$ cat config.mk
export PLATFORM = sky130hd
export DESIGN_NAME = load_records_to_srecord_text
export DESIGN_NICKNAME = d
export VERILOG_FILES = /design/src/rtl/lrs_pkg.sv /design/src/rtl/lrs_front.sv /design/src/rtl/lrs_queue.sv /design/src/rtl/lrs_back.sv /design/src/rtl/load_records_to_srecord_text.sv
export SDC_FILE = /design/constraint.sdc
export NUM_CORES = 1
export LEC_CHECK = 0
export BUFFER_PORTS_ARGS = -buffer_cell sky130_fd_sc_hd__buf_2
export CORE_UTILIZATION = 41
export DETAILED_ROUTE_END_ITERATION = 16
export GPL_TIMING_DRIVEN = 0
export HOLD_SLACK_MARGIN = 0.15
export SLEW_MARGIN = 20
export SYNTH_ARGS = -nofsm -noshare
export SYNTH_HDL_FRONTEND = slang
export SYNTH_SLANG_ARGS = --single-unit
$ cat constraint.sdc
create_clock -name clock -period 6.13 [get_ports clock]
set_clock_uncertainty 0.15 [all_clocks]
set_input_delay 0.613 -clock clock [delete_from_list [all_inputs] [get_ports clock]]
set_output_delay 0.613 -clock clock [all_outputs]
set_load 0.01 [all_outputs]
$ cat src/rtl/lrs_pkg.sv
// Shared types, constants and helpers for the S-record text encoder.
`timescale 1ns / 1ps

package lrs_pkg;

   // Command queue between front and back
   localparam int QDEPTH = 4;
   localparam int QPTR_W = $clog2(QDEPTH);
   localparam int QCNT_W = $clog2(QDEPTH + 1);

   // Character index within one command (up to 22 characters)
   localparam int IDX_W = 5;

   // Load file record types and limits
   localparam logic [7:0]  TYPE_DATA  = 8'h02;
   localparam logic [7:0]  TYPE_START = 8'h16;
   localparam logic [7:0]  MAX_COUNT  = 8'd252;
   localparam logic [7:0]  ADDR_BYTES = 8'h03;
   localparam logic [23:0] POS_MAX    = 24'hFFFFFF;
   localparam logic [15:0] NREC_MAX   = 16'hFFFF;
   localparam logic [7:0]  NULL_S9_CK = 8'hFC;

   // Result status codes
   localparam logic [1:0] ST_OK         = 2'd0;
   localparam logic [1:0] ST_BAD_TYPE   = 2'd1;
   localparam logic [1:0] ST_END_IN_REC = 2'd2;
   localparam logic [1:0] ST_COUNT_BIG  = 2'd3;

   // ASCII characters
   localparam logic [6:0] CH_S   = 7'h53;
   localparam logic [6:0] CH_1   = 7'h31;
   localparam logic [6:0] CH_5   = 7'h35;
   localparam logic [6:0] CH_9   = 7'h39;
   localparam logic [6:0] CH_NL  = 7'h0A;
   localparam logic [6:0] CH_NUL = 7'h00;

   typedef enum logic [2:0] {
      PH_IDLE,
      PH_ADDR_HI,
      PH_ADDR_LO,
      PH_COUNT,
      PH_DATA,
      PH_STOPPED,
      PH_DONE
   } phase_type;

   typedef enum logic [2:0] {
      CMD_S9,
      CMD_S1,
      CMD_DATA,
      CMD_END,
      CMD_ERR
   } cmd_kind_type;

   typedef struct packed {
      cmd_kind_type kind;
      logic [15:0]  word;
      logic [7:0]   val8;
      logic [7:0]   cksum;
      logic         fin;
      logic [1:0]   status;
      logic [7:0]   bad_type;
      logic [23:0]  offset;
   } cmd_type;

   function automatic logic [6:0] hex_char(input logic [3:0] n);
      logic [6:0] ext;
      ext = {3'b000, n};
      return (n < 4'd10) ? (7'h30 + ext) : (7'h37 + ext);
   endfunction

endpackage

$ cat src/rtl/lrs_front.sv
// Front end: parses load file bytes and issues text commands to the queue.
`timescale 1ns / 1ps

module lrs_front (
   input  logic              clock,
   input  logic              reset,
   input  logic              req_valid,
   input  logic [7:0]        req_in_byte,
   input  logic              req_end_of_input,
   input  logic              q_full,
   output logic              push,
   output lrs_pkg::cmd_type  push_cmd
);

   lrs_pkg::phase_type phase_ff, phase_in;
   logic        kind_ff, kind_in;
   logic [15:0] addr_ff, addr_in;
   logic [7:0]  sum_ff, sum_in;
   logic [7:0]  left_ff, left_in;
   logic [15:0] nrec_ff, nrec_in;
   logic        s9seen_ff, s9seen_in;
   logic [23:0] pos_ff, pos_in;

   logic        accept;
   logic [7:0]  b;
   logic [7:0]  s_b;
   logic [7:0]  s_b3;
   logic [7:0]  cnt3;
   logic [15:0] nrec_inc;
   logic [7:0]  end_sum;

   assign accept   = req_valid && !q_full;
   assign b        = req_in_byte;
   assign s_b      = sum_ff + b;
   assign s_b3     = s_b + lrs_pkg::ADDR_BYTES;
   assign cnt3     = b + lrs_pkg::ADDR_BYTES;
   assign nrec_inc = (nrec_ff == lrs_pkg::NREC_MAX) ? nrec_ff : nrec_ff + 16'd1;
   assign end_sum  = lrs_pkg::ADDR_BYTES + nrec_ff[15:8] + nrec_ff[7:0];

   always_comb begin
      phase_in  = phase_ff;
      kind_in   = kind_ff;
      addr_in   = addr_ff;
      sum_in    = sum_ff;
      left_in   = left_ff;
      nrec_in   = nrec_ff;
      s9seen_in = s9seen_ff;
      pos_in    = pos_ff;
      push      = 1'b0;
      push_cmd  = '{kind: lrs_pkg::CMD_ERR, word: 16'd0, val8: 8'd0, cksum: 8'd0,
                    fin: 1'b0, status: lrs_pkg::ST_OK, bad_type: 8'd0,
                    offset: 24'd0};

      if (accept && phase_ff != lrs_pkg::PH_STOPPED && phase_ff != lrs_pkg::PH_DONE) begin
         if (req_end_of_input) begin
            push = 1'b1;
            if (phase_ff != lrs_pkg::PH_IDLE) begin
               push_cmd.status = lrs_pkg::ST_END_IN_REC;
               push_cmd.offset = pos_ff;
               phase_in        = lrs_pkg::PH_STOPPED;
            end else begin
               push_cmd.kind  = lrs_pkg::CMD_END;
               push_cmd.word  = nrec_ff;
               push_cmd.val8  = lrs_pkg::ADDR_BYTES;
               push_cmd.cksum = ~end_sum;
               push_cmd.fin   = !s9seen_ff;
               phase_in       = lrs_pkg::PH_DONE;
            end
         end else begin
            if (pos_ff != lrs_pkg::POS_MAX) begin
               pos_in = pos_ff + 24'd1;
            end
            case (phase_ff)
               lrs_pkg::PH_IDLE: begin
                  if (b == lrs_pkg::TYPE_DATA) begin
                     kind_in  = 1'b0;
                     phase_in = lrs_pkg::PH_ADDR_HI;
                  end else if (b == lrs_pkg::TYPE_START) begin
                     kind_in  = 1'b1;
                     phase_in = lrs_pkg::PH_ADDR_HI;
                  end else if (b != 8'd0) begin
                     push              = 1'b1;
                     push_cmd.status   = lrs_pkg::ST_BAD_TYPE;
                     push_cmd.bad_type = b;
                     push_cmd.offset   = pos_ff;
                     phase_in          = lrs_pkg::PH_STOPPED;
                  end
               end
               lrs_pkg::PH_ADDR_HI: begin
                  addr_in  = {b, 8'd0};
                  sum_in   = b;
                  phase_in = lrs_pkg::PH_ADDR_LO;
               end
               lrs_pkg::PH_ADDR_LO: begin
                  addr_in = {addr_ff[15:8], b};
                  if (kind_ff) begin
                     push           = 1'b1;
                     push_cmd.kind  = lrs_pkg::CMD_S9;
                     push_cmd.word  = {addr_ff[15:8], b};
                     push_cmd.val8  = lrs_pkg::ADDR_BYTES;
                     push_cmd.cksum = ~s_b3;
                     push_cmd.fin   = 1'b1;
                     sum_in         = s_b3;
                     s9seen_in      = 1'b1;
                     phase_in       = lrs_pkg::PH_IDLE;
                  end else begin
                     sum_in   = s_b;
                     phase_in = lrs_pkg::PH_COUNT;
                  end
               end
               lrs_pkg::PH_COUNT: begin
                  push = 1'b1;
                  if (b > lrs_pkg::MAX_COUNT) begin
                     push_cmd.status = lrs_pkg::ST_COUNT_BIG;
                     push_cmd.offset = pos_ff;
                     phase_in        = lrs_pkg::PH_STOPPED;
                  end else begin
                     push_cmd.kind  = lrs_pkg::CMD_S1;
                     push_cmd.word  = addr_ff;
                     push_cmd.val8  = cnt3;
                     push_cmd.cksum = ~s_b3;
                     push_cmd.fin   = (b == 8'd0);
                     sum_in         = s_b3;
                     left_in        = b;
                     if (b == 8'd0) begin
                        nrec_in  = nrec_inc;
                        phase_in = lrs_pkg::PH_IDLE;
                     end else begin
                        phase_in = lrs_pkg::PH_DATA;
                     end
                  end
               end
               lrs_pkg::PH_DATA: begin
                  push           = 1'b1;
                  push_cmd.kind  = lrs_pkg::CMD_DATA;
                  push_cmd.val8  = b;
                  push_cmd.cksum = ~s_b;
                  push_cmd.fin   = (left_ff == 8'd1);
                  sum_in         = s_b;
                  left_in        = left_ff - 8'd1;
                  if (left_ff == 8'd1) begin
                     nrec_in  = nrec_inc;
                     phase_in = lrs_pkg::PH_IDLE;
                  end
               end
               default: begin
               end
            endcase
         end
      end
   end

   always_ff @(posedge clock) begin
      if (reset) begin
         phase_ff  <= lrs_pkg::PH_IDLE;
         kind_ff   <= 1'b0;
         addr_ff   <= 16'd0;
         sum_ff    <= 8'd0;
         left_ff   <= 8'd0;
         nrec_ff   <= 16'd0;
         s9seen_ff <= 1'b0;
         pos_ff    <= 24'd0;
      end else begin
         phase_ff  <= phase_in;
         kind_ff   <= kind_in;
         addr_ff   <= addr_in;
         sum_ff    <= sum_in;
         left_ff   <= left_in;
         nrec_ff   <= nrec_in;
         s9seen_ff <= s9seen_in;
         pos_ff    <= pos_in;
      end
   end

endmodule

$ cat src/rtl/lrs_queue.sv
// Short command queue between the front end and the text generator.
`timescale 1ns / 1ps

module lrs_queue (
   input  logic              clock,
   input  logic              reset,
   input  logic              push,
   input  lrs_pkg::cmd_type  push_cmd,
   input  logic              pop,
   output logic              full,
   output logic              head_valid,
   output lrs_pkg::cmd_type  head_cmd
);

   lrs_pkg::cmd_type store_ff [lrs_pkg::QDEPTH];

   logic [lrs_pkg::QPTR_W-1:0] wr_ptr_ff, wr_ptr_in;
   logic [lrs_pkg::QPTR_W-1:0] rd_ptr_ff, rd_ptr_in;
   logic [lrs_pkg::QCNT_W-1:0] count_ff, count_in;

   logic do_push;
   logic do_pop;

   assign full       = (count_ff == lrs_pkg::QCNT_W'(lrs_pkg::QDEPTH));
   assign head_valid = (count_ff != '0);
   assign head_cmd   = store_ff[rd_ptr_ff];
   assign do_push    = push && !full;
   assign do_pop     = pop && head_valid;

   always_comb begin
      wr_ptr_in = wr_ptr_ff;
      rd_ptr_in = rd_ptr_ff;
      count_in  = count_ff;
      if (do_push) begin
         wr_ptr_in = (wr_ptr_ff == lrs_pkg::QPTR_W'(lrs_pkg::QDEPTH - 1)) ?
                     '0 : wr_ptr_ff + 1'b1;
      end
      if (do_pop) begin
         rd_ptr_in = (rd_ptr_ff == lrs_pkg::QPTR_W'(lrs_pkg::QDEPTH - 1)) ?
                     '0 : rd_ptr_ff + 1'b1;
      end
      case ({do_push, do_pop})
         2'b10:   count_in = count_ff + 1'b1;
         2'b01:   count_in = count_ff - 1'b1;
         default: count_in = count_ff;
      endcase
   end

   always_ff @(posedge clock) begin
      if (reset) begin
         wr_ptr_ff <= '0;
         rd_ptr_ff <= '0;
         count_ff  <= '0;
      end else begin
         wr_ptr_ff <= wr_ptr_in;
         rd_ptr_ff <= rd_ptr_in;
         count_ff  <= count_in;
      end
   end

   always_ff @(posedge clock) begin
      if (do_push) begin
         store_ff[wr_ptr_ff] <= push_cmd;
      end
   end

endmodule

$ cat src/rtl/lrs_back.sv
// Back end: expands queued commands into S-record characters, one per cycle while the output is not stalled.
`timescale 1ns / 1ps

module lrs_back (
   input  logic              clock,
   input  logic              reset,
   input  logic              head_valid,
   input  lrs_pkg::cmd_type  head_cmd,
   output logic              pop,
   input  logic              rsp_stall,
   output logic              rsp_valid,
   output logic [6:0]        rsp_out_char,
   output logic [1:0]        rsp_status,
   output logic [7:0]        rsp_bad_type,
   output logic [23:0]       rsp_error_offset,
   output logic              rsp_last
);

   logic [lrs_pkg::IDX_W-1:0] idx_ff, idx_in;
   logic        valid_ff, valid_in;
   logic [6:0]  char_ff;
   logic [1:0]  status_ff;
   logic [7:0]  bad_ff;
   logic [23:0] offset_ff;
   logic        last_ff;

   logic                      load;
   logic                      take;
   logic [lrs_pkg::IDX_W-1:0] last_idx;
   logic                      at_last;
   logic                      second;
   logic [lrs_pkg::IDX_W-1:0] j;
   logic [6:0]                digit;
   logic [15:0]               word;
   logic [7:0]                ck;
   logic [6:0]                rec_char;
   logic [6:0]                ch;

   assign load    = !valid_ff || !rsp_stall;
   assign take    = load && head_valid;
   assign at_last = (idx_ff == last_idx);
   assign pop     = take && at_last;

   always_comb begin
      case (head_cmd.kind)
         lrs_pkg::CMD_S9:   last_idx = 5'd10;
         lrs_pkg::CMD_S1:   last_idx = head_cmd.fin ? 5'd10 : 5'd7;
         lrs_pkg::CMD_DATA: last_idx = head_cmd.fin ? 5'd4 : 5'd1;
         lrs_pkg::CMD_END:  last_idx = head_cmd.fin ? 5'd21 : 5'd10;
         default:           last_idx = 5'd0;
      endcase
   end

   // The trailing null start record reuses the record layout
   always_comb begin
      second = (head_cmd.kind == lrs_pkg::CMD_END) && (idx_ff >= 5'd11);
      j      = second ? (idx_ff - 5'd11) : idx_ff;
      word   = second ? 16'd0 : head_cmd.word;
      ck     = second ? lrs_pkg::NULL_S9_CK : head_cmd.cksum;
      if (second || head_cmd.kind == lrs_pkg::CMD_S9) begin
         digit = lrs_pkg::CH_9;
      end else if (head_cmd.kind == lrs_pkg::CMD_S1) begin
         digit = lrs_pkg::CH_1;
      end else begin
         digit = lrs_pkg::CH_5;
      end
      case (j)
         5'd0:    rec_char = lrs_pkg::CH_S;
         5'd1:    rec_char = digit;
         5'd2:    rec_char = lrs_pkg::hex_char(head_cmd.val8[7:4]);
         5'd3:    rec_char = lrs_pkg::hex_char(head_cmd.val8[3:0]);
         5'd4:    rec_char = lrs_pkg::hex_char(word[15:12]);
         5'd5:    rec_char = lrs_pkg::hex_char(word[11:8]);
         5'd6:    rec_char = lrs_pkg::hex_char(word[7:4]);
         5'd7:    rec_char = lrs_pkg::hex_char(word[3:0]);
         5'd8:    rec_char = lrs_pkg::hex_char(ck[7:4]);
         5'd9:    rec_char = lrs_pkg::hex_char(ck[3:0]);
         5'd10:   rec_char = lrs_pkg::CH_NL;
         default: rec_char = lrs_pkg::CH_NUL;
      endcase
   end

   always_comb begin
      case (head_cmd.kind)
         lrs_pkg::CMD_DATA: begin
            case (idx_ff)
               5'd0:    ch = lrs_pkg::hex_char(head_cmd.val8[7:4]);
               5'd1:    ch = lrs_pkg::hex_char(head_cmd.val8[3:0]);
               5'd2:    ch = lrs_pkg::hex_char(head_cmd.cksum[7:4]);
               5'd3:    ch = lrs_pkg::hex_char(head_cmd.cksum[3:0]);
               5'd4:    ch = lrs_pkg::CH_NL;
               default: ch = lrs_pkg::CH_NUL;
            endcase
         end
         lrs_pkg::CMD_ERR: ch = lrs_pkg::CH_NUL;
         default:          ch = rec_char;
      endcase
   end

   always_comb begin
      idx_in   = idx_ff;
      valid_in = valid_ff;
      if (load) begin
         valid_in = head_valid;
      end
      if (take) begin
         idx_in = at_last ? '0 : idx_ff + 1'b1;
      end
   end

   always_ff @(posedge clock) begin
      if (reset) begin
         idx_ff   <= '0;
         valid_ff <= 1'b0;
      end else begin
         idx_ff   <= idx_in;
         valid_ff <= valid_in;
      end
   end

   always_ff @(posedge clock) begin
      if (take) begin
         char_ff   <= ch;
         status_ff <= head_cmd.status;
         bad_ff    <= head_cmd.bad_type;
         offset_ff <= head_cmd.offset;
         last_ff   <= at_last;
      end
   end

   assign rsp_valid        = valid_ff;
   assign rsp_out_char     = char_ff;
   assign rsp_status       = status_ff;
   assign rsp_bad_type     = bad_ff;
   assign rsp_error_offset = offset_ff;
   assign rsp_last         = last_ff;

endmodule

$ cat src/rtl/load_records_to_srecord_text.sv
// Top level: binary load file to S-record text encoder.
// The first character of a transaction's text passes the command queue, then the output register.
// Throughput: one character per cycle while the text port does not stall; a data byte gives two
// characters, an S1 header eight, a closed record three more, and end of input eleven or twenty-two.
// A four-entry command queue lets input run ahead by up to four text-producing transactions.
// Reset is synchronous, active high, and clears parser state, queue and output register.
`timescale 1ns / 1ps

module load_records_to_srecord_text (
   input  logic        clock,
   input  logic        reset,
   input  logic        req_valid,
   output logic        req_stall,
   input  logic [7:0]  req_in_byte,
   input  logic        req_end_of_input,
   output logic        rsp_valid,
   input  logic        rsp_stall,
   output logic [6:0]  rsp_out_char,
   output logic [1:0]  rsp_status,
   output logic [7:0]  rsp_bad_type,
   output logic [23:0] rsp_error_offset,
   output logic        rsp_last
);

   // Front to queue
   logic             push;
   lrs_pkg::cmd_type push_cmd;
   logic             q_full;

   // Queue to back
   logic             head_valid;
   lrs_pkg::cmd_type head_cmd;
   logic             pop;

   // Hold input whenever the queue has no free slot; every accepted
   // transaction produces at most one command.
   assign req_stall = q_full;

   // Parse bytes, track record state, and turn each transaction into at most one command
   lrs_front u_front (
      .clock            (clock),
      .reset            (reset),
      .req_valid        (req_valid),
      .req_in_byte      (req_in_byte),
      .req_end_of_input (req_end_of_input),
      .q_full           (q_full),
      .push             (push),
      .push_cmd         (push_cmd)
   );

   // Decouple parsing from text generation
   lrs_queue u_queue (
      .clock      (clock),
      .reset      (reset),
      .push       (push),
      .push_cmd   (push_cmd),
      .pop        (pop),
      .full       (q_full),
      .head_valid (head_valid),
      .head_cmd   (head_cmd)
   );

   // Expand commands into characters, advancing one character per free output slot
   lrs_back u_back (
      .clock            (clock),
      .reset            (reset),
      .head_valid       (head_valid),
      .head_cmd         (head_cmd),
      .pop              (pop),
      .rsp_stall        (rsp_stall),
      .rsp_valid        (rsp_valid),
      .rsp_out_char     (rsp_out_char),
      .rsp_status       (rsp_status),
      .rsp_bad_type     (rsp_bad_type),
      .rsp_error_offset (rsp_error_offset),
      .rsp_last         (rsp_last)
   );

   // An error is always a transaction's one and only result
   a_err_is_last: assert property (@(posedge clock) disable iff (reset)
      rsp_valid && rsp_status != lrs_pkg::ST_OK |-> rsp_last && rsp_out_char == lrs_pkg::CH_NUL)
      else $error("error result not a lone result");

   // Text results carry no error information
   a_ok_clean: assert property (@(posedge clock) disable iff (reset)
      rsp_valid && rsp_status == lrs_pkg::ST_OK |->
         rsp_bad_type == 8'd0 && rsp_error_offset == 24'd0)
      else $error("text result with error fields set");

   // The front never pushes into a full queue
   a_no_overflow: assert property (@(posedge clock) disable iff (reset)
      push |-> !q_full)
      else $error("command pushed into full queue");

   // A pop only happens when the output slot takes a character
   a_pop_valid: assert property (@(posedge clock) disable iff (reset)
      pop |=> rsp_valid && rsp_last)
      else $error("command retired without last character");

endmodule

==> qor.txt <==
Least-Margin Pin Slew = 1.09 ns
Final net count = 1805
CP Max Fanout = 10
Footprint of the multi-input gates = 7960 um2
Dpl cells = 2308
Final setup violation count = 0
GR Overflow Total = 0
Hold EP = u_front.addr_ff[9]$_SDFFE_PP0P_
Final min period = 4.59 ns
Worst Path Buf+Inv = 5
Register bit total from synthesis = 414
DP HPWL = 37900 um
Unrepaired setup endpoints after global routing = no
Worst slack at placement = 1.11 ns
Instance count on the critical path = 17
Post-route insts no fill = 2389
Worst vdd ir = 0.276 mV
Final Cycle Share = 74.8%
Yosys top cell area share = 48.3%
Clk slew on worst S/H paths = 0.06 ns
Count leader, synth = edfxtp_1
R2r setup slk = 1.54 ns
Core Region = 47900 um2
Post-synth ARST share = 0%
Setup crit start kind = flop
Die area = 49700 um2
Main synth FF type = edfxtp_1
Cell Rows = 80
Ordered cell list for the critical path = buf_6 -> mux4_2 -> nor2b_1 -> buf_2 -> nand3_2 -> buf_2 -> buf_2 -> buf_1 -> nand2_1 -> ha_1 -> nand2_1 -> mux2_2 -> a31oi_1 -> o41ai_1 -> a21oi_1 -> nand3_1 -> a21o_1
Initial core utilization = 41.7%
Synth cell count leaders = 322 x edfxtp_1, 160 x nor2_1, 132 x nand2_1
Critical path class = flop to flop
Cells on worst reg2reg path = 17
P per Cell Area = 436 nW/um2
Warnings, synthesis = 0
Pin count of the biggest net entering global routing = 42
Initial antenna violation count = 0
Max Cap Violations = 0
Max incr delay on CP = 0.62 ns
FF-to-FF End = u_back.rsp_out_char[2]$_DFFE_PP_
Largest cells by area after synthesis = edfxtp_1 48%, dfxtp_1 9.2%, mux4_2 7.9%, ha_1 3.1%, nor2_1 3.0%
Dominant cell type by area after synthesis = edfxtp_1
Routed vias = 14100
WL/cell = 22.5 um
Setup bufs post-CTS = 0
Area Overhead vs Synth = 13.0%
Distinct cells, synth = 86
Max_slew headroom = 27.3%
H-tree Lvls = 2
Via density = 5.90
Most common cell on crit path = buf_2
Mapped Cells = 1632
Static Leakage = 7.71 nW
CTS max path bufs = 3
Setup crit end kind = flop
Total nets after synthesis = 1697
Total CTS buffers = 44
Final antenna diode count = 0
Slowest stage cell, crit path = mux4_2
Hold Crit Class = input pin to flop
Initial DRC count = 1266
Chip width = 223 um
Clk Latency, worst-skew pair = 0.58 ns
CP Data Arrival Time = 4.76 ns
First-pass GRT wire length = 81900 um
Routability congestion estimate = 0.955
CP Data Required Time = 6.30 ns
Mapped cell area = 20000 um2
Sink Count = 414
EDFF count, synth = 322
Cell family with most CP delay = buffers and inverters
CTS tree = built
Final WS setup = 1.54 ns
# DRC = 0
Status = finished, final reports clean
Port bufs = 56
Die Span Y = 223 um
Avg Cell Area, Syn = 12.3 um2
Fillers = 4302
Seq/Total Area, Yosys = 57.5%
Hold_sp = req_in_byte[1]
FF/Latch Area = 11500 um2
Vias in the first global route = 13600
IO Count = 57
Routed WL = 53700 um
Final ANT Viol Nets = 0
Layout cells sized above 1 = 13.7%
Total global-route track usage = 21.7%
Depth of the worst hold-timing path = 3
Drt first pass iters = 6
F_max = 0.218 GHz
Hold Fails Final Rpt = 0
Slew Viols, Final = 0
Clk root buf = clkbuf_16
cells by family after synthesis:
logic type	count (synthesis)	synth area share, %
adders and majority gates	52	3.36
muxes	80	8.39
xor gates and xnor gates	70	3.06
and+or+nand+nor	513	12.8
buffers and inverters	135	2.78
AOI/OAI and AO/OA	368	12.1
DFF	414	57.5
power by group:
group          leakage [nW]  total [mW]  switching (mW)  internal (mW)
clock                 0.690        2.64            1.10           1.54
combinational          3.28        3.45            2.21           1.24
sequential             3.74        3.78           0.125           3.66
layout make-up:
| type | count | share of cell area, % |
|---|---|---|
| flip-flops and latches | 414 | 50.9 |
| well taps | 615 | 3.40 |
| repair buffers | 62 | 1.79 |
| plain buffers | 82 | 1.58 |
| clock buffers | 55 | 5.19 |
| clock inverters | 25 | 1.09 |
| inverters | 53 | 0.890 |
| multi-input cells | 1083 | 35.2 |
what timing repair did:
item / in CTS / in global routing
endpoints found under the hold margin: 1 / 0
hold buffers: 1 / 0
gates resized for setup: 0 / 0
registers in the layout, summed over array words and instances, names as in the netlist, 5 cells and up, named ones only:
name                     count
u_back.idx_ff                5
u_queue.store_ff           280
u_front.left_ff              8
u_back.rsp_error_offset     24
u_back.rsp_out_char          7
u_back.rsp_bad_type          8
u_front.nrec_ff             16
u_front.sum_ff               8
u_front.addr_ff             16
u_front.pos_ff              24
per-layer routing:
metal / part of all wire (%) / GRT usage, % / wire [um] / vias to the layer above
li1: - / - / - / 6455
met1: 44 / 29.6 / 23700 / 7100
met2: 47 / 34.5 / 25200 / 445
met3: 5.4 / 3.70 / 2930 / 99
met4: 3.5 / 8.52 / 1870 / 0
met5: 0 / 0 / 0 / -
how the worst max path moves through the flow:
stage | endpoint | slack, ns
3_5_place_dp | u_queue.store_ff[1][30]$_DFFE_PP_ | 1.11
6_report | u_back.rsp_out_char[2]$_DFFE_PP_ | 1.54
2_1_floorplan | u_queue.store_ff[0][0]$_DFFE_PP_ | 1.41
5_1_grt | u_back.rsp_out_char[2]$_DFFE_PP_ | 1.37
4_1_cts | u_back.rsp_out_char[2]$_DFFE_PP_ | 1.58
3_3_place_gp | u_queue.store_ff[1][30]$_DFFE_PP_ | -1.02
metrics by stage:
stage	hold WS, ns	area, um2	utilization, %	power, mW	setup TNS [ns]
5_1_grt	0.268	22600	47.2	10.4	0
3_5_place_dp	0.301	21200	44.2	7.30	0
3_3_place_gp	0.297	21100	43.9	7.23	-280.27
6_report	0.310	22600	47.2	9.87	0
4_1_cts	0.264	22600	47.2	9.95	0
2_1_floorplan	0.282	20000	-	6.16	0
worst reg2reg max path: cells and delay by family (launching register included):
| kind | cells | cell delay (ns) |
|---|---|---|
| adder cells (fa/ha/maj) | 1 | 0.24 |
| buffers and inverters | 5 | 1.37 |
| multiplexers | 2 | 1.00 |
| flip-flops | 1 | 0.32 |
| AO/OA/AOI/OAI | 4 | 0.72 |
| AND/OR/NAND/NOR | 5 | 0.57 |
placed cells by master (no fill, tap or decap), types with 10 or more instances in the layout:
cell type / instances
inv_1: 51
and4_1: 12
o22ai_1: 26
a21oi_1: 103
nor2b_1: 18
and2_1: 32
or3_1: 14
mux4_2: 70
xnor2_1: 38
and3_1: 14
clkinv_1: 11
a31oi_1: 14
dfxtp_1: 92
nand4_1: 23
buf_2: 72
xor2_1: 32
clkbuf_1: 64
nand3_1: 27
clkbuf_16: 45
o21ai_0: 71
nor2_1: 160
a21o_1: 13
a221oi_1: 10
nand2b_1: 10
nand2_1: 132
ha_1: 49
a211oi_1: 17
nor3_1: 30
edfxtp_1: 322
a22oi_1: 26
Note: power is estimated with default switching activity, not from simulation.
